==> config.mk <==
export PLATFORM = sky130hd
export DESIGN_NAME = intel_hex_loader_parser
export DESIGN_NICKNAME = d
export VERILOG_FILES = /design/src/rtl/ihl_pkg.sv /design/src/rtl/intel_hex_loader_parser.sv /design/src/rtl/ihl_front.sv /design/src/rtl/ihl_fifo.sv /design/src/rtl/ihl_back.sv
export SDC_FILE = /design/constraint.sdc
export NUM_CORES = 1
export LEC_CHECK = 0
export BUFFER_PORTS_ARGS = -buffer_cell sky130_fd_sc_hd__buf_2
export CORE_ASPECT_RATIO = 0.8
export CORE_MARGIN = 2
export CORE_UTILIZATION = 30
export CTS_BUF_LIST = sky130_fd_sc_hd__clkbuf_4 sky130_fd_sc_hd__clkbuf_8
export DETAILED_ROUTE_END_ITERATION = 8
export GPL_TIMING_DRIVEN = 0
export SLEW_MARGIN = 0
export SYNTH_ARGS = -nofsm -noshare
export SYNTH_HDL_FRONTEND = slang
export SYNTH_SLANG_ARGS = --single-unit
==> constraint.sdc <==
create_clock -name clk -period 5.9 [get_ports clk]
set_input_delay 0.885 -clock clk [delete_from_list [all_inputs] [get_ports clk]]
set_output_delay 0.885 -clock clk [all_outputs]
set_load 0.01 [all_outputs]
==> src/rtl/ihl_pkg.sv <==
`timescale 1ns / 1ps
// ---------------------------------------------------------------------------
// ihl_pkg: shared types and constants of the hex loader parser
// token codes, event codes, parse phases and register indexes
// ---------------------------------------------------------------------------
package ihl_pkg;

	localparam logic [7:0] CHAR_COLON = 8'h3A;
	localparam logic [7:0] CHAR_CR    = 8'h0D;
	localparam logic [7:0] CHAR_LF    = 8'h0A;
	localparam logic [7:0] CHAR_G_LO  = 8'h67;
	localparam logic [7:0] CHAR_G_UP  = 8'h47;
	localparam logic [7:0] CHAR_NINE  = 8'h39;
	localparam logic [7:0] ALPHA_GAP  = 8'd7;

	localparam logic [7:0]  LPT_RESET   = 8'd32;
	localparam logic [31:0] JUMP_RESET  = 32'h0000_8000;
	localparam logic [31:0] WORD_STRIDE = 32'd4;

	// configuration register indexes
	localparam logic CFG_LINES_PER_TOGGLE = 1'b0;
	localparam logic CFG_JUMP_ADDRESS     = 1'b1;

	// record types
	localparam logic [7:0] REC_DATA    = 8'h00;
	localparam logic [7:0] REC_EOF     = 8'h01;
	localparam logic [7:0] REC_SEGMENT = 8'h02;

	typedef enum logic [1:0] {
		TK_COLON = 2'd0,
		TK_EOL   = 2'd1,
		TK_GO    = 2'd2,
		TK_DIGIT = 2'd3
	} tok_kind_t;

	typedef struct packed {
		tok_kind_t  kind;
		logic [3:0] nib;
	} token_t;

	typedef enum logic [1:0] {
		EV_WRITE = 2'd0,
		EV_EOF   = 2'd1,
		EV_JUMP  = 2'd2,
		EV_LED   = 2'd3
	} event_kind_t;

	typedef struct packed {
		event_kind_t kind;
		logic [31:0] addr;
		logic [31:0] value;
		logic        led;
	} event_t;

	typedef enum logic [4:0] {
		PH_IDLE   = 5'd0,
		PH_CNT0   = 5'd1,
		PH_CNT1   = 5'd2,
		PH_ADR0   = 5'd3,
		PH_ADR1   = 5'd4,
		PH_ADR2   = 5'd5,
		PH_ADR3   = 5'd6,
		PH_TYP0   = 5'd7,
		PH_TYP1   = 5'd8,
		PH_SEG0   = 5'd9,
		PH_SEG1   = 5'd10,
		PH_SEG2   = 5'd11,
		PH_SEG3   = 5'd12,
		PH_SEGEND = 5'd13,
		PH_DAT0   = 5'd14,
		PH_DAT1   = 5'd15,
		PH_DAT2   = 5'd16,
		PH_DAT3   = 5'd17,
		PH_DAT4   = 5'd18,
		PH_DAT5   = 5'd19,
		PH_DAT6   = 5'd20,
		PH_DAT7   = 5'd21
	} phase_t;

	// ascii hex digit to nibble, letters shifted down past the gap
	function automatic logic [3:0] nibble_of(input logic [7:0] c);
		logic [7:0] adj;
		adj = (c > CHAR_NINE) ? (c - ALPHA_GAP) : c;
		return adj[3:0];
	endfunction

endpackage

==> src/rtl/intel_hex_loader_parser.sv <==
`timescale 1ns / 1ps
// ---------------------------------------------------------------------------
// intel_hex_loader_parser: hex record parser for a serial boot loader
// classifier, token queue and record engine
// ---------------------------------------------------------------------------
// usage
// - input channel in_valid / in_ready carries one received character per
//   word on rx_char
// - output channel out_valid / out_ready carries one event per word:
//   write word, end of file with sum, jump, or progress led toggle
// - cfg_we / cfg_index / cfg_wdata write lines_per_toggle and jump_address;
//   write only while the parser is idle, the block does not enforce this
// - an accepted character is held in the token queue, and its event is then
//   registered in the event register
// - throughput is one character per cycle if out_ready holds; the engine
//   retires one token per cycle and refills the event register as it drains
// - when the receiver stalls, the engine holds and the queue fills; the
//   input stalls once the queue is full
// - reset clears the parse state, the running sum, the led level and the
//   halt flag, and restores both registers to their defaults
// - after a go character every further character is accepted and dropped
// ---------------------------------------------------------------------------
module intel_hex_loader_parser #(
	parameter int FIFO_DEPTH = 4
) (
	input  logic        clk,
	input  logic        arst_n,
	input  logic        in_valid,
	output logic        in_ready,
	input  logic [7:0]  rx_char,
	output logic        out_valid,
	input  logic        out_ready,
	output logic [1:0]  event_kind,
	output logic [31:0] word_address,
	output logic [31:0] word_value,
	output logic        led_level,
	input  logic        cfg_we,
	input  logic        cfg_index,
	input  logic [31:0] cfg_wdata
);
	import ihl_pkg::*;

	// configuration registers
	logic [7:0]  lines_per_toggle_q;
	logic [31:0] jump_address_q;

	// classifier to queue
	logic   tok_push;
	token_t tok_in;
	logic   tok_room;

	// queue to record engine
	logic   tok_valid;
	token_t tok_out;
	logic   tok_pop;

	// event word from the engine
	logic   ev_valid;
	event_t ev;

	always_ff @(posedge clk or negedge arst_n) begin
		if (!arst_n) begin
			lines_per_toggle_q <= LPT_RESET;
			jump_address_q     <= JUMP_RESET;
		end else if (cfg_we) begin
			unique case (cfg_index)
				CFG_LINES_PER_TOGGLE: lines_per_toggle_q <= cfg_wdata[7:0];
				CFG_JUMP_ADDRESS:     jump_address_q     <= cfg_wdata;
				default:              ;
			endcase
		end
	end

	// front: classify characters, halt after go
	ihl_front u_front (
		.clk      (clk),
		.arst_n   (arst_n),
		.in_valid (in_valid),
		.in_ready (in_ready),
		.rx_char  (rx_char),
		.tok_push (tok_push),
		.tok_data (tok_in),
		.tok_room (tok_room)
	);

	// decouples the classifier from the engine
	ihl_fifo #(
		.DEPTH (FIFO_DEPTH)
	) u_fifo (
		.clk       (clk),
		.arst_n    (arst_n),
		.push      (tok_push),
		.push_data (tok_in),
		.room      (tok_room),
		.pop_valid (tok_valid),
		.pop_data  (tok_out),
		.pop       (tok_pop)
	);

	// back: record fields, data words, sum and led progress
	ihl_back u_back (
		.clk              (clk),
		.arst_n           (arst_n),
		.tok_valid        (tok_valid),
		.tok              (tok_out),
		.tok_pop          (tok_pop),
		.lines_per_toggle (lines_per_toggle_q),
		.jump_address     (jump_address_q),
		.ev_valid         (ev_valid),
		.ev               (ev),
		.ev_ready         (out_ready)
	);

	assign out_valid    = ev_valid;
	assign event_kind   = ev.kind;
	assign word_address = ev.addr;
	assign word_value   = ev.value;
	assign led_level    = ev.led;

	// a token never waits in the queue while the engine could take it
	a_engine_busy: assert property (@(posedge clk) disable iff (!arst_n)
		(tok_valid && (!out_valid || out_ready)) |-> tok_pop)
		else $error("engine idle with a token waiting");

endmodule

==> src/rtl/ihl_front.sv <==
`timescale 1ns / 1ps
// ---------------------------------------------------------------------------
// ihl_front: character classifier
// turns each received character into a token, drops all input after go
// ---------------------------------------------------------------------------
module ihl_front (
	input  logic            clk,
	input  logic            arst_n,
	input  logic            in_valid,
	output logic            in_ready,
	input  logic [7:0]      rx_char,
	output logic            tok_push,
	output ihl_pkg::token_t tok_data,
	input  logic            tok_room
);
	import ihl_pkg::*;

	logic halted_q;
	logic accept;

	assign in_ready = halted_q | tok_room;
	assign accept   = in_valid & in_ready;
	assign tok_push = accept & ~halted_q;

	always_comb begin
		tok_data.nib = nibble_of(rx_char);
		if (rx_char == CHAR_COLON) begin
			tok_data.kind = TK_COLON;
		end else if (rx_char == CHAR_CR || rx_char == CHAR_LF) begin
			tok_data.kind = TK_EOL;
		end else if (rx_char == CHAR_G_LO || rx_char == CHAR_G_UP) begin
			tok_data.kind = TK_GO;
		end else begin
			tok_data.kind = TK_DIGIT;
		end
	end

	always_ff @(posedge clk or negedge arst_n) begin
		if (!arst_n) begin
			halted_q <= 1'b0;
		end else if (tok_push && tok_data.kind == TK_GO) begin
			halted_q <= 1'b1;
		end
	end

	a_no_push_halted: assert property (@(posedge clk) disable iff (!arst_n)
		halted_q |-> !tok_push)
		else $error("token pushed after go");

endmodule

==> src/rtl/ihl_fifo.sv <==
`timescale 1ns / 1ps
// ---------------------------------------------------------------------------
// ihl_fifo: token queue
// short register queue between classifier and record engine
// ---------------------------------------------------------------------------
module ihl_fifo #(
	parameter int DEPTH = 4
) (
	input  logic            clk,
	input  logic            arst_n,
	input  logic            push,
	input  ihl_pkg::token_t push_data,
	output logic            room,
	output logic            pop_valid,
	output ihl_pkg::token_t pop_data,
	input  logic            pop
);
	import ihl_pkg::*;

	localparam int PTR_W = (DEPTH > 1) ? $clog2(DEPTH) : 1;
	localparam int CNT_W = $clog2(DEPTH + 1);

	token_t             mem_q [DEPTH];
	logic [PTR_W-1:0]   wr_ptr_q;
	logic [PTR_W-1:0]   rd_ptr_q;
	logic [CNT_W-1:0]   count_q;

	function automatic logic [PTR_W-1:0] ptr_inc(input logic [PTR_W-1:0] p);
		return (p == PTR_W'(DEPTH - 1)) ? '0 : p + 1'b1;
	endfunction

	assign room      = (count_q != CNT_W'(DEPTH));
	assign pop_valid = (count_q != '0);
	assign pop_data  = mem_q[rd_ptr_q];

	always_ff @(posedge clk) begin
		if (push && room) begin
			mem_q[wr_ptr_q] <= push_data;
		end
	end

	always_ff @(posedge clk or negedge arst_n) begin
		if (!arst_n) begin
			wr_ptr_q <= '0;
			rd_ptr_q <= '0;
			count_q  <= '0;
		end else begin
			if (push && room) begin
				wr_ptr_q <= ptr_inc(wr_ptr_q);
			end
			if (pop && pop_valid) begin
				rd_ptr_q <= ptr_inc(rd_ptr_q);
			end
			unique case ({push && room, pop && pop_valid})
				2'b10:   count_q <= count_q + 1'b1;
				2'b01:   count_q <= count_q - 1'b1;
				default: count_q <= count_q;
			endcase
		end
	end

	a_count_bound: assert property (@(posedge clk) disable iff (!arst_n)
		count_q <= CNT_W'(DEPTH))
		else $error("queue overfilled");

endmodule

==> src/rtl/ihl_back.sv <==
`timescale 1ns / 1ps
// ---------------------------------------------------------------------------
// ihl_back: record engine
// walks the record fields, builds data words and drives the event register
// ---------------------------------------------------------------------------
module ihl_back (
	input  logic            clk,
	input  logic            arst_n,
	input  logic            tok_valid,
	input  ihl_pkg::token_t tok,
	output logic            tok_pop,
	input  logic [7:0]      lines_per_toggle,
	input  logic [31:0]     jump_address,
	output logic            ev_valid,
	output ihl_pkg::event_t ev,
	input  logic            ev_ready
);
	import ihl_pkg::*;

	phase_t      phase_q, phase_d;
	logic [3:0]  type_hi_q;
	logic [31:0] load_addr_q;
	logic [19:0] seg_base_q;
	logic [31:0] word_q;
	logic [31:0] sum_q;
	logic [7:0]  line_cnt_q;
	logic        led_q;
	logic        ev_valid_q;
	event_t      ev_q, ev_d;
	logic        emit;

	logic        take;
	logic [7:0]  rec_type;
	logic [31:0] gathered;
	logic [31:0] swapped;
	logic [7:0]  line_inc;
	logic        toggle;

	assign take     = tok_valid & (~ev_valid_q | ev_ready);
	assign tok_pop  = take;
	assign rec_type = {type_hi_q, tok.nib};
	assign gathered = {word_q[27:0], tok.nib};
	assign swapped  = {gathered[7:0], gathered[15:8], gathered[23:16], gathered[31:24]};
	assign line_inc = line_cnt_q + 8'd1;
	assign toggle   = (line_inc >= lines_per_toggle);

	// next phase
	always_comb begin
		phase_d = phase_q;
		unique case (tok.kind)
			TK_COLON: phase_d = PH_CNT0;
			TK_EOL:   phase_d = PH_IDLE;
			TK_GO:    phase_d = PH_IDLE;
			TK_DIGIT: begin
				unique case (phase_q)
					PH_IDLE:   phase_d = PH_IDLE;
					PH_CNT0:   phase_d = PH_CNT1;
					PH_CNT1:   phase_d = PH_ADR0;
					PH_ADR0:   phase_d = PH_ADR1;
					PH_ADR1:   phase_d = PH_ADR2;
					PH_ADR2:   phase_d = PH_ADR3;
					PH_ADR3:   phase_d = PH_TYP0;
					PH_TYP0:   phase_d = PH_TYP1;
					PH_TYP1: begin
						priority if (rec_type == REC_DATA) begin
							phase_d = PH_DAT0;
						end else if (rec_type == REC_SEGMENT) begin
							phase_d = PH_SEG0;
						end else begin
							phase_d = PH_IDLE;
						end
					end
					PH_SEG0:   phase_d = PH_SEG1;
					PH_SEG1:   phase_d = PH_SEG2;
					PH_SEG2:   phase_d = PH_SEG3;
					PH_SEG3:   phase_d = PH_SEGEND;
					PH_SEGEND: phase_d = PH_IDLE;
					PH_DAT0:   phase_d = PH_DAT1;
					PH_DAT1:   phase_d = PH_DAT2;
					PH_DAT2:   phase_d = PH_DAT3;
					PH_DAT3:   phase_d = PH_DAT4;
					PH_DAT4:   phase_d = PH_DAT5;
					PH_DAT5:   phase_d = PH_DAT6;
					PH_DAT6:   phase_d = PH_DAT7;
					PH_DAT7:   phase_d = PH_DAT0;
					default:   phase_d = phase_q;
				endcase
			end
			default: phase_d = phase_q;
		endcase
	end

	// event outputs
	always_comb begin
		emit  = 1'b0;
		ev_d  = '{kind: EV_WRITE, addr: 32'd0, value: 32'd0, led: 1'b0};
		unique case (tok.kind)
			TK_COLON: begin
				if (toggle) begin
					emit      = 1'b1;
					ev_d.kind = EV_LED;
					ev_d.led  = ~led_q;
				end
			end
			TK_GO: begin
				emit      = 1'b1;
				ev_d.kind = EV_JUMP;
				ev_d.addr = jump_address;
			end
			TK_DIGIT: begin
				if (phase_q == PH_TYP1 && rec_type == REC_EOF) begin
					emit       = 1'b1;
					ev_d.kind  = EV_EOF;
					ev_d.value = sum_q;
				end else if (phase_q == PH_DAT7) begin
					emit       = 1'b1;
					ev_d.kind  = EV_WRITE;
					ev_d.addr  = load_addr_q;
					ev_d.value = swapped;
				end
			end
			default: emit = 1'b0;
		endcase
	end

	always_ff @(posedge clk or negedge arst_n) begin
		if (!arst_n) begin
			phase_q     <= PH_IDLE;
			type_hi_q   <= '0;
			load_addr_q <= '0;
			seg_base_q  <= '0;
			word_q      <= '0;
			sum_q       <= '0;
			line_cnt_q  <= '0;
			led_q       <= 1'b0;
		end else if (take) begin
			phase_q <= phase_d;
			if (tok.kind == TK_COLON) begin
				line_cnt_q <= toggle ? 8'd0 : line_inc;
				if (toggle) begin
					led_q <= ~led_q;
				end
			end else if (tok.kind == TK_DIGIT) begin
				unique case (phase_q)
					PH_ADR0, PH_ADR1, PH_ADR2, PH_ADR3: begin
						load_addr_q <= {12'd0, seg_base_q}
							| {16'd0, load_addr_q[11:0], tok.nib};
					end
					PH_TYP0: type_hi_q <= tok.nib;
					PH_SEG0, PH_SEG1, PH_SEG2, PH_SEG3: begin
						seg_base_q <= {4'd0, seg_base_q[11:0], tok.nib};
					end
					PH_SEGEND: seg_base_q <= {seg_base_q[15:0], 4'd0};
					PH_DAT0, PH_DAT1, PH_DAT2, PH_DAT3,
					PH_DAT4, PH_DAT5, PH_DAT6: word_q <= gathered;
					PH_DAT7: begin
						word_q      <= swapped;
						sum_q       <= sum_q + load_addr_q + swapped;
						load_addr_q <= load_addr_q + WORD_STRIDE;
					end
					default: ;
				endcase
			end
		end
	end

	// output register, refilled in the cycle it is taken
	always_ff @(posedge clk or negedge arst_n) begin
		if (!arst_n) begin
			ev_valid_q <= 1'b0;
		end else if (take) begin
			ev_valid_q <= emit;
		end else if (ev_ready) begin
			ev_valid_q <= 1'b0;
		end
	end

	always_ff @(posedge clk) begin
		if (take) begin
			ev_q <= ev_d;
		end
	end

	assign ev_valid = ev_valid_q;
	assign ev       = ev_q;

	a_word_emitted: assert property (@(posedge clk) disable iff (!arst_n)
		(take && tok.kind == TK_DIGIT && phase_q == PH_DAT7)
		|=> (ev_valid_q && ev_q.kind == EV_WRITE && phase_q == PH_DAT0))
		else $error("eighth data digit gave no write");

	a_eol_idle: assert property (@(posedge clk) disable iff (!arst_n)
		(take && tok.kind == TK_EOL) |=> (phase_q == PH_IDLE && !ev_valid_q))
		else $error("line end did not return to idle");

endmodule
==> results.py, run 1 <==
metrics = {
    "timing": {
        "fin_hold_ws_ns": 0.2872,
        "worstMarginPinSlew_ns": 0.8123,
        "slew_headroom": 0.4585,
        "final.setup_skew_ns": 0.05128,
        "rsz0062_at_grt": "false",
        "fin_crit_ns": 4.149,
        "fin_ws_ns": 1.751,
        "slew_viol_final": 0,
        "fin_crit_sh": 0.7032,
        "fmax_mhz": 241.0,
        "finalSetupViolations": 0,
        "hold_viol_final": 0,
    },
    "grt": {
        "grt_max_degree": 93,
        "grt_pass1_vias": 10620,
        "track_usage": 0.1582,
        "grt-ovfl-total": 0,
        "antenna_found_initial": 0,
        "grt_pass1_wl_um": 62390,
    },
    "logic_synthesis": {
        "synthTopCellsByCount": "dfrtp_1 (177), nand2_1 (129), o21ai_0 (107), edfxtp_1 (91), a21oi_1 (67)",
        "synth_cell_types": 77,
        "netlist_area_um2": 14430,
        "yosysMostFrequentCell": "dfrtp_1",
        "synthArstFlopShare": 0.6630,
        "syn_avg_cell_area_um2": 11.25,
        "synth_nets": 1418,
        "syn_inst": 1283,
        "yosysTopAreaCellShare": 0.3070,
        "yosysTopAreaCell": "dfrtp_1",
        "yosys_warnings": 0,
        "synth_ff_type": "dfrtp_1",
        "ys_seq_area_frac": 0.5000,
        "synth_edf_count": 91,
        "synth_top_cells_by_area": "dfrtp_1 (31%), edfxtp_1 (19%), ha_1 (4.9%)",
        "synth-seq-cells": 270,
    },
    "place": {
        "place.gp.congestion": 0.8881,
        "portBuffers": 114,
        "post-place-ws_ns": 1.853,
        "hpwl_um": 29130,
        "dp_cells": 2021,
    },
    "clock_network": {
        "cts_hold_buf": 0,
        "cts_resized": 0,
        "clock_sinks": 270,
        "cts_buffer_depth": 3,
        "htree_levels": 2,
        "cts_buffers": 45,
        "cts_tree": "built",
        "cts_root_buffer": "clkbuf_8",
        "path_clk_slew_ns": 0.06,
        "clkLatencyLatePin_ns": 0.60,
        "cts_setup_buffers": 0,
    },
    "critical_path": {
        "path_common_cell": "fa_1",
        "timing.rr.end": "u_back.sum_q[31]",
        "rr_startpoint": "u_back.load_addr_q[1]",
        "cp-end-kind": "register",
        "reg2reg_slack_ns": 1.75,
        "startpoint": "u_back.load_addr_q[1]",
        "crit_slowest_cell": "fa_1",
        "path_max_fanout": 5,
        "start_kind": "register",
        "arrival_ns": 4.66,
        "cp_cell_sequence": "fa_1, ha_1, inv_1, fa_1, nand2b_1, a21o_1, a211oi_2, o2111ai_1, nand2_1, a41oi_1, o31ai_2, mux2_2, nand4_1",
        "cp.required_ns": 6.41,
        "crit_type": "register to register",
        "cp_slowest_stage_delay_ns": 0.55,
        "rr_worst_depth": 13,
    },
    "layout": {
        "n_antenna_cell": 0,
        "drive_gt1_frac": 0.2003,
        "final_cells": 2103,
        "final_nets": 1583,
        "syn2layout_area_growth_pct": 16.75,
        "utilization": 0.3565,
    },
    "detailed_routing": {
        "drt-initial-drc-count": 1073,
        "wl_per_cell_um": 18.85,
        "routed_wl_um": 39650,
        "dr_total_vias": 10810,
        "avgViaCountPerCell": 5.140,
        "ant_nets": 0,
        "drtPass1Iterations": 7,
        "drc_errors": 0,
    },
    "pwr": {
        "power_density_nw_per_um2": 378.7,
        "max-vdd-ir-drop_mv": 0.1890,
        "total_power_mw": 6.379,
        "p_leak_nw": 7.418,
    },
    "floorplan": {
        "core_area_um2": 47260,
        "die_area_um2": 49880,
        "die_x_um": 249.2,
        "initial_core_util": 0.3053,
        "die_y_um": 200.2,
        "fp-row-count": 71,
        "ios": 115,
    },
    "run": {
        "cap_viol_max_count": 0,
    },
    "hold_path": {
        "worstHoldPathType": "input pin to async pin",
    },
    "status": {
        "run_status": "finished clean",
    },
}
[layout make-up]
type                            count  area [um^2]
Multi-Input combinational cell    915         6822
Sequential cell                   270         7214
Inverter                           32        120.1
Clock buffer                       77        909.6
Fill cell                        4733        30410
Timing Repair Buffer              118        675.6
Buffer                             66        277.8
Tap cell                          620        775.7
Clock inverter                      5        51.30
[layout by cell type, fill, tap and decap left out, types with 44 or more instances in the layout]
| cell | n |
|---|---|
| a22o_1 | 44 |
| nand2_1 | 129 |
| mux2_2 | 58 |
| o21ai_0 | 107 |
| clkbuf_8 | 53 |
| a21oi_1 | 67 |
| edfxtp_1 | 91 |
| buf_2 | 122 |
| ha_1 | 56 |
| dfrtp_1 | 177 |
| nor2_1 | 60 |
[power by group]
group | internal (mW) | switching [mW]
combinational | 0.778 | 1.15
clock | 1.01 | 0.773
sequential | 2.39 | 0.276
total | 4.18 | 2.20
[logic make-up (layout without fill, tap and decap cells)]
kind of cell / count (synthesis) / after routing / share of synthesized area
fa+ha+maj: 89 / 89 / 0.09435
flops: 270 / 270 / 0.5000
mux: 99 / 99 / 0.07891
xor+xnor: 46 / 46 / 0.02792
simple gates: 353 / 353 / 0.1243
compound gates: 328 / 328 / 0.1470
buf+inv: 98 / 298 / 0.02758
[metal layers]
layer  vias up  track usage  part of all wire
li1       5011            -                 -
met1      5358       0.2342              0.48
met2       380       0.2361              0.44
met3        61      0.03197             0.069
met4         0      0.03851             0.019
met5         -            0                 0
[registers in the layout, summed over array words and instances (netlist names), 3 cells and up]
register / count
jump_address_q: 32
lines_per_toggle_q: 8
u_back.ev: 67
u_back.line_cnt_q: 8
u_back.load_addr_q: 32
u_back.phase_q: 5
u_back.seg_base_q: 20
u_back.sum_q: 32
u_back.type_hi_q: 4
u_back.word_q: 28
u_fifo.count_q: 3
u_fifo.mem_q: 24
[stage by stage]
step	setup TNS, ns	cell area, um^2
floorplan	0	14430
global placement	-33.23	15780
detailed placement	0	15890
CTS	0	16850
global route	0	16850
finish	0	16850
[worst max-delay path: cells and delay by family, from the launching register on]
family | cells | cell delay (ns)
DFF | 1 | 0.49
buffers and inverters | 1 | 0.08
and+or+nand+nor | 3 | 0.46
AOI/OAI and AO/OA | 5 | 1.44
muxes | 1 | 0.37
adders and majority gates | 3 | 1.24
[worst max path at each step]
| stage | endpoint | slack [ns] | depth (start not counted) |
|---|---|---|---|
| 2_1_floorplan | u_back.seg_base_q[10] | 1.28 | 8 |
| 3_3_place_gp | u_back.seg_base_q[14] | -0.77 | 9 |
| 3_5_place_dp | u_back.sum_q[31] | 1.85 | 13 |
| 4_1_cts | u_back.sum_q[31] | 1.83 | 13 |
| 5_1_grt | u_back.sum_q[31] | 1.64 | 13 |
| 6_report | u_back.sum_q[31] | 1.75 | 13 |
No activity file was read; power rests on OpenSTA's default activity.
==> inputs of run 2 (changes only) <==
ABC_AREA = 1   (was default)
clock period = 4.07 ns   (was 5.9 ns; I/O delays follow)
==> results.py, run 2 <==
metrics = {
    "critical_path": {
        "reg2reg_slack_ns": 0.59,
        "path_max_fanout": 10,
        "crit_type": "register to register",
        "crit_slowest_cell": "a32oi_1",
        "rr_worst_depth": 14,
        "cp_slowest_stage_delay_ns": 0.60,
        "rr_startpoint": "u_fifo.rd_ptr_q[0]",
        "crit_family": "buffers and inverters",
        "arrival_ns": 4.01,
        "cp_cell_sequence": "buf_4, nand2_1, a32oi_1, ha_1, buf_4, clkinv_1, nor2_1, nand2_1, nor2_1, nand3_1, nand2_1, inv_1, nand2_1, nand2_1",
        "cp-end-kind": "register",
        "timing.rr.end": "u_back.phase_q[0]",
        "path_common_cell": "nand2_1",
        "cp.required_ns": 4.60,
        "start_kind": "register",
        "worst-path-buf-inv": 4,
    },
    "clock_network": {
        "cts_setup_buffers": 0,
        "clock_sinks": 270,
        "cts_hold_buf": 1,
        "path_clk_slew_ns": 0.07,
        "cts_resized": 0,
        "cts_buffers": 48,
        "htree_levels": 2,
        "clkLatencyLatePin_ns": 0.64,
        "cts_buffer_depth": 3,
        "cts_tree": "built",
        "cts_root_buffer": "clkbuf_8",
    },
    "hold_path": {
        "worstHoldStart": "cfg_wdata[10]",
        "worstHoldPathType": "input pin to register",
        "hold_path_end": "jump_address_q[10]",
        "hold_path_depth": 2,
    },
    "logic_synthesis": {
        "yosysTopAreaCell": "dfrtp_1",
        "synth-seq-cells": 270,
        "yosysMostFrequentCell": "nand2_1",
        "syn_avg_cell_area_um2": 8.098,
        "synth_ff_type": "dfrtp_1",
        "synth_edf_count": 91,
        "ys_seq_area_frac": 0.4502,
        "syn_inst": 1979,
        "netlist_area_um2": 16030,
        "synthTopCellsByCount": "nand2_1 (546), inv_1 (249), nor2_1 (194), o21ai_0 (187), dfrtp_1 (177)",
        "synth_cell_types": 53,
        "yosysTopAreaCellShare": 0.2764,
        "yosys_warnings": 0,
        "synthArstFlopShare": 0.6630,
        "synth_top_cells_by_area": "dfrtp_1 (28%), edfxtp_1 (17%), nand2_1 (13%)",
        "synth_nets": 2114,
    },
    "detailed_routing": {
        "ant_nets": 0,
        "drc_errors": 0,
        "drtPass1Iterations": 6,
        "avgViaCountPerCell": 4.986,
        "routed_wl_um": 53800,
        "wl_per_cell_um": 18.68,
        "drt-initial-drc-count": 1488,
        "dr_total_vias": 14360,
    },
    "grt": {
        "grt_max_degree": 115,
        "grt-ovfl-total": 0,
        "track_usage": 0.1932,
        "grt_pass1_wl_um": 82020,
        "grt_pass1_vias": 14050,
        "gr-max-usage-layer": "met2",
        "grt_util_met2": 0.2975,
        "grtUsageMet3": 0.04605,
        "antenna_found_initial": 3,
        "met1_usage": 0.2706,
    },
    "timing": {
        "fin_crit_ns": 3.483,
        "fmax_mhz": 287.1,
        "rsz0062_at_grt": "false",
        "finalSetupViolations": 0,
        "final.setup_skew_ns": 0.03112,
        "slew_viol_final": 0,
        "fin_crit_sh": 0.8557,
        "timing.setup.tns_ns": 0,
        "worstMarginPinSlew_ns": 0.7748,
        "slew_headroom": 0.4835,
        "hold_viol_final": 0,
    },
    "floorplan": {
        "die_area_um2": 55290,
        "core_area_um2": 52640,
        "die_y_um": 210.7,
        "ios": 115,
        "initial_core_util": 0.3044,
        "die_x_um": 262.4,
        "fp-row-count": 75,
    },
    "pwr": {
        "swShare": 0.3688,
        "power_frac_seq": 0.372,
        "comb_power_share": 0.319,
        "p_leak_nw": 9.056,
        "power_density_nw_per_um2": 519.0,
        "max-vdd-ir-drop_mv": 0.3491,
        "power_frac_clock": 0.308,
        "p_int_mw": 6.117,
        "total_power_mw": 9.692,
        "power.switching_mw": 3.575,
    },
    "place": {
        "dp_cells": 2788,
        "hpwl_um": 40910,
        "place.gp.congestion": 0.9383,
        "portBuffers": 114,
    },
    "layout": {
        "final_cells": 2880,
        "final_cell_mix": "nand2_1 (546), inv_1 (249), nor2_1 (194), o21ai_0 (187), dfrtp_1 (177)",
        "largest_reg_flops": 67,
        "final_nets": 2281,
        "final_common_cell": "nand2_1",
        "syn2layout_area_growth_pct": 16.53,
        "drive_gt1_frac": 0.1400,
    },
    "status": {
        "run_status": "finished clean",
    },
    "run": {
        "cap_viol_max_count": 0,
    },
}
run 2: changes by cell type after synthesis, moves of 21 or more:
cell / delta
mux2i_1: -34
mux2_2: -34
o21ai_0: +80
nor2_1: +134
nand2_1: +417
a22oi_1: -29
nor2b_1: -36
nand3_1: +79
a22o_1: -44
inv_1: +217
clkbuf_1: -21
run 2: worst max-delay path by stage:
stage                             end  cells after the start  slack, ns               start
floorplan           u_fifo.count_q[2]                     10       1.25           out_ready
global placement     u_front.halted_q                      1      -0.90              arst_n
detailed placement  u_back.phase_q[0]                     15       0.67  u_fifo.rd_ptr_q[0]
CTS                 u_back.phase_q[0]                     14       0.65  u_fifo.rd_ptr_q[0]
global route        u_back.phase_q[0]                     15       0.31  u_fifo.rd_ptr_q[0]
finish              u_back.phase_q[0]                     14       0.59  u_fifo.rd_ptr_q[0]
run 2: worst register-to-register path: cells and delay by family, from the launching register on:
family                   cells  cell delay [ns]
buffers and inverters        4             1.03
adder cells (fa/ha/maj)      1             0.34
AO/OA/AOI/OAI                1             0.60
flip-flops                   1             0.47
AND/OR/NAND/NOR              8             0.95
run 2: layout make-up:
cell class                 count  area (um^2)
inverter                     263        991.0
clock buffer                  69        893.4
antenna                        1        2.502
clock inverter                21        237.7
sequential                   270         7214
buffer                        54        336.6
timing repair buffer         117        645.6
multi-input combinational   1392         7486
tap                          693        867.1
fill                        5515        33970
run 2: per-stage QoR:
step / hold slack (ns) / utilization / setup slack (ns) / instance area (um^2)
floorplan: 0.3149 / - / 1.253 / 16030
global placement: 0.4628 / 0.3317 / -0.8960 / 17460
detailed placement: 0.4634 / 0.3330 / 0.6678 / 17530
CTS: 0.1759 / 0.3547 / 0.6538 / 18670
global route: 0.1993 / 0.3547 / 0.3090 / 18670
finish: 0.2234 / 0.3547 / 0.5872 / 18670
run 2: cells by family after synthesis:
group,after synthesis,synth area share
simple gates,934,0.2431
buf+inv,317,0.08268
compound gates,315,0.1058
flops,270,0.4502
fa+ha+maj,89,0.08495
xor+xnor,29,0.01585
mux,25,0.01749
run 2: power by group through the flow:
stage / registers [mW] / clock network (mW) / logic, mW
5_1_grt: 3.66 / 3.17 / 3.47
2_1_floorplan: 3.76 / 0 / 1.81
3_5_place_dp: 3.66 / 0 / 3.07
3_3_place_gp: 3.67 / 0 / 2.99
4_1_cts: 3.62 / 3.05 / 3.09
6_report: 3.61 / 2.99 / 3.09
run 2: layer usage:
layer	part of all wire	up-vias
met1	0.45	6926
met5	0	-
met2	0.44	553
met4	0.027	0
met3	0.086	93
li1	-	6788
==> inputs of run 3 (changes only) <==
CTS_BUF_LIST = default   (was sky130_fd_sc_hd__clkbuf_4 sky130_fd_sc_hd__clkbuf_8)
GPL_TIMING_DRIVEN = default   (was 0)
==> results.py, run 3 (same netlist as run 2, synthesis figures left out) <==
metrics = {
    "detailed_routing": {
        "met2_length_um": 21290,
        "drc_errors": 0,
        "drt-initial-drc-count": 1351,
        "wl_met1_um": 24370,
        "topRoutingLayerUsed": "met4",
        "avgViaCountPerCell": 4.860,
        "wl_per_cell_um": 17.62,
        "routed_wl_um": 49380,
        "drtPass1Iterations": 6,
        "routed-wl-met3_um": 2962,
        "dr_total_vias": 13620,
        "ant_nets": 0,
    },
    "timing": {
        "timing.setup.tns_ns": 0,
        "slew_headroom": 0.2538,
        "finalSetupViolations": 0,
        "fin_crit_sh": 0.8100,
        "hold_viol_final": 0,
        "final.setup_skew_ns": 0.02349,
        "slew_viol_final": 0,
        "fin_crit_ns": 3.297,
        "fmax_mhz": 303.3,
        "rsz0062_at_grt": "false",
        "worstMarginPinSlew_ns": 1.117,
        "fin_ws_ns": 0.7734,
    },
    "pwr": {
        "p_leak_nw": 8.814,
        "max-vdd-ir-drop_mv": 0.3332,
        "power_density_nw_per_um2": 516.3,
    },
    "clock_network": {
        "htree_levels": 1,
        "cts_setup_buffers": 0,
        "path_clk_slew_ns": 0.07,
        "cts_hold_buf": 0,
        "clkLatencyLatePin_ns": 0.57,
        "cts_tree": "built",
        "cts_buffers": 29,
        "cts_buffer_depth": 3,
        "cts_root_buffer": "clkbuf_16",
        "clock_sinks": 270,
        "cts_resized": 0,
    },
    "status": {
        "run_status": "finished clean",
    },
    "layout": {
        "fillers": 5484,
        "final_nets": 2223,
        "final_common_cell": "nand2_1",
        "n_antenna_cell": 0,
        "syn2layout_area_growth_pct": 14.29,
        "drive_gt1_frac": 0.1166,
        "finalInstanceArea_um2": 18320,
        "final_cell_mix": "nand2_1 (546), inv_1 (249), nor2_1 (194), o21ai_0 (187), dfrtp_1 (177)",
        "largest_reg_flops": 67,
    },
    "floorplan": {
        "core_area_um2": 52640,
        "fp-row-count": 75,
        "die_x_um": 262.4,
        "ios": 115,
        "initial_core_util": 0.3044,
        "die_y_um": 210.7,
        "die_area_um2": 55290,
    },
    "place": {
        "place_area_um2": 17280,
        "place.gp.congestion": 0.9736,
        "hpwl_um": 37880,
        "post-place-ws_ns": 0.8831,
        "portBuffers": 114,
    },
    "hold_path": {
        "worstHoldPathType": "input pin to async pin",
    },
    "critical_path": {
        "reg2reg_slack_ns": 0.77,
        "crit_type": "register to register",
        "crit_slowest_cell": "dfrtp_1",
        "arrival_ns": 3.74,
        "cp_slowest_stage_delay_ns": 0.62,
        "path_common_cell": "nand2_1",
        "cp_cell_sequence": "inv_2, nand2_1, nand3_1, nand2_1, inv_2, fa_1, ha_1, nand2_1, nor2_1, nand2_1, nor2_1, nand2_1, nand2_1, nand2_1, nand3_1, nand2_1",
        "cp.required_ns": 4.51,
        "path_max_fanout": 15,
        "start_kind": "register",
        "cp-end-kind": "register",
        "rr_worst_depth": 16,
    },
    "grt": {
        "grt_pass1_vias": 13280,
        "grt_max_degree": 73,
        "track_usage": 0.1794,
        "grt-ovfl-total": 0,
        "grt_pass1_wl_um": 78000,
        "antenna_found_initial": 1,
    },
    "run": {
        "cap_viol_max_count": 0,
    },
}
## run 3: cell count changes in the layout (fill, tap and decap cells not counted), moves of 9 or more
cell and change:
buf_2 -13, buf_6 -11, clkbuf_1 -17, clkbuf_16 +29, clkbuf_4 -9, clkbuf_8 -56
clkinv_2 -9
## run 3: through the flow
stage	total power, mW	std cells	utilization	hold WS, ns
finish	9.456	2802	0.3479	0.06934
global route	10.09	2802	0.3479	0.1068
CTS	9.553	2802	0.3479	0.08964
detailed placement	6.623	2750	0.3283	0.4652
global placement	6.598	2750	0.3283	0.4607
floorplan	5.570	1979	-	0.3149
## run 3: per-layer routing
layer / GRT usage / up-vias
met5: 0 / -
met1: 0.2719 / 6507
met2: 0.2730 / 410
met3: 0.02623 / 55
li1: - / 6647
met4: 0.03191 / 0
## run 3: worst paths after layout
path                               startpoint                  to
max reg2reg                u_fifo.rd_ptr_q[0]    u_back.sum_q[30]
min in group clk                cfg_wdata[16]  jump_address_q[16]
min reg2reg                      u_back.led_q        u_back.led_q
max in group asynchronous              arst_n  jump_address_q[15]
min                                    arst_n   u_back.word_q[15]
max                        u_fifo.rd_ptr_q[0]    u_back.sum_q[30]
## run 3: power by group
part           internal [mW]  total [mW]  switching, mW
Combinational          0.964        2.92           1.96
Sequential              3.37        3.65          0.277
Clock                   1.74        2.89           1.15
Total                   6.07        9.46           3.38
## run 3: cell type report
type,count,area [um^2],share of cell area
Clock buffer,35,778.2,0.04249
Clock inverter,17,252.7,0.01380
Inverter,263,989.7,0.05404
Multi-Input combinational cell,1392,7486,0.4087
Sequential cell,270,7214,0.3939
Tap cell,693,867.1,0.04734
Timing Repair Buffer,132,726.9,0.03969
## run 3: worst max-delay path, delay by kind of cell, from the launching register on
family,cells,cell delay (ns)
AND/OR/NAND/NOR,12,1.32
adder cells (fa/ha/maj),2,0.90
flip-flops,1,0.62
buffers and inverters,2,0.33
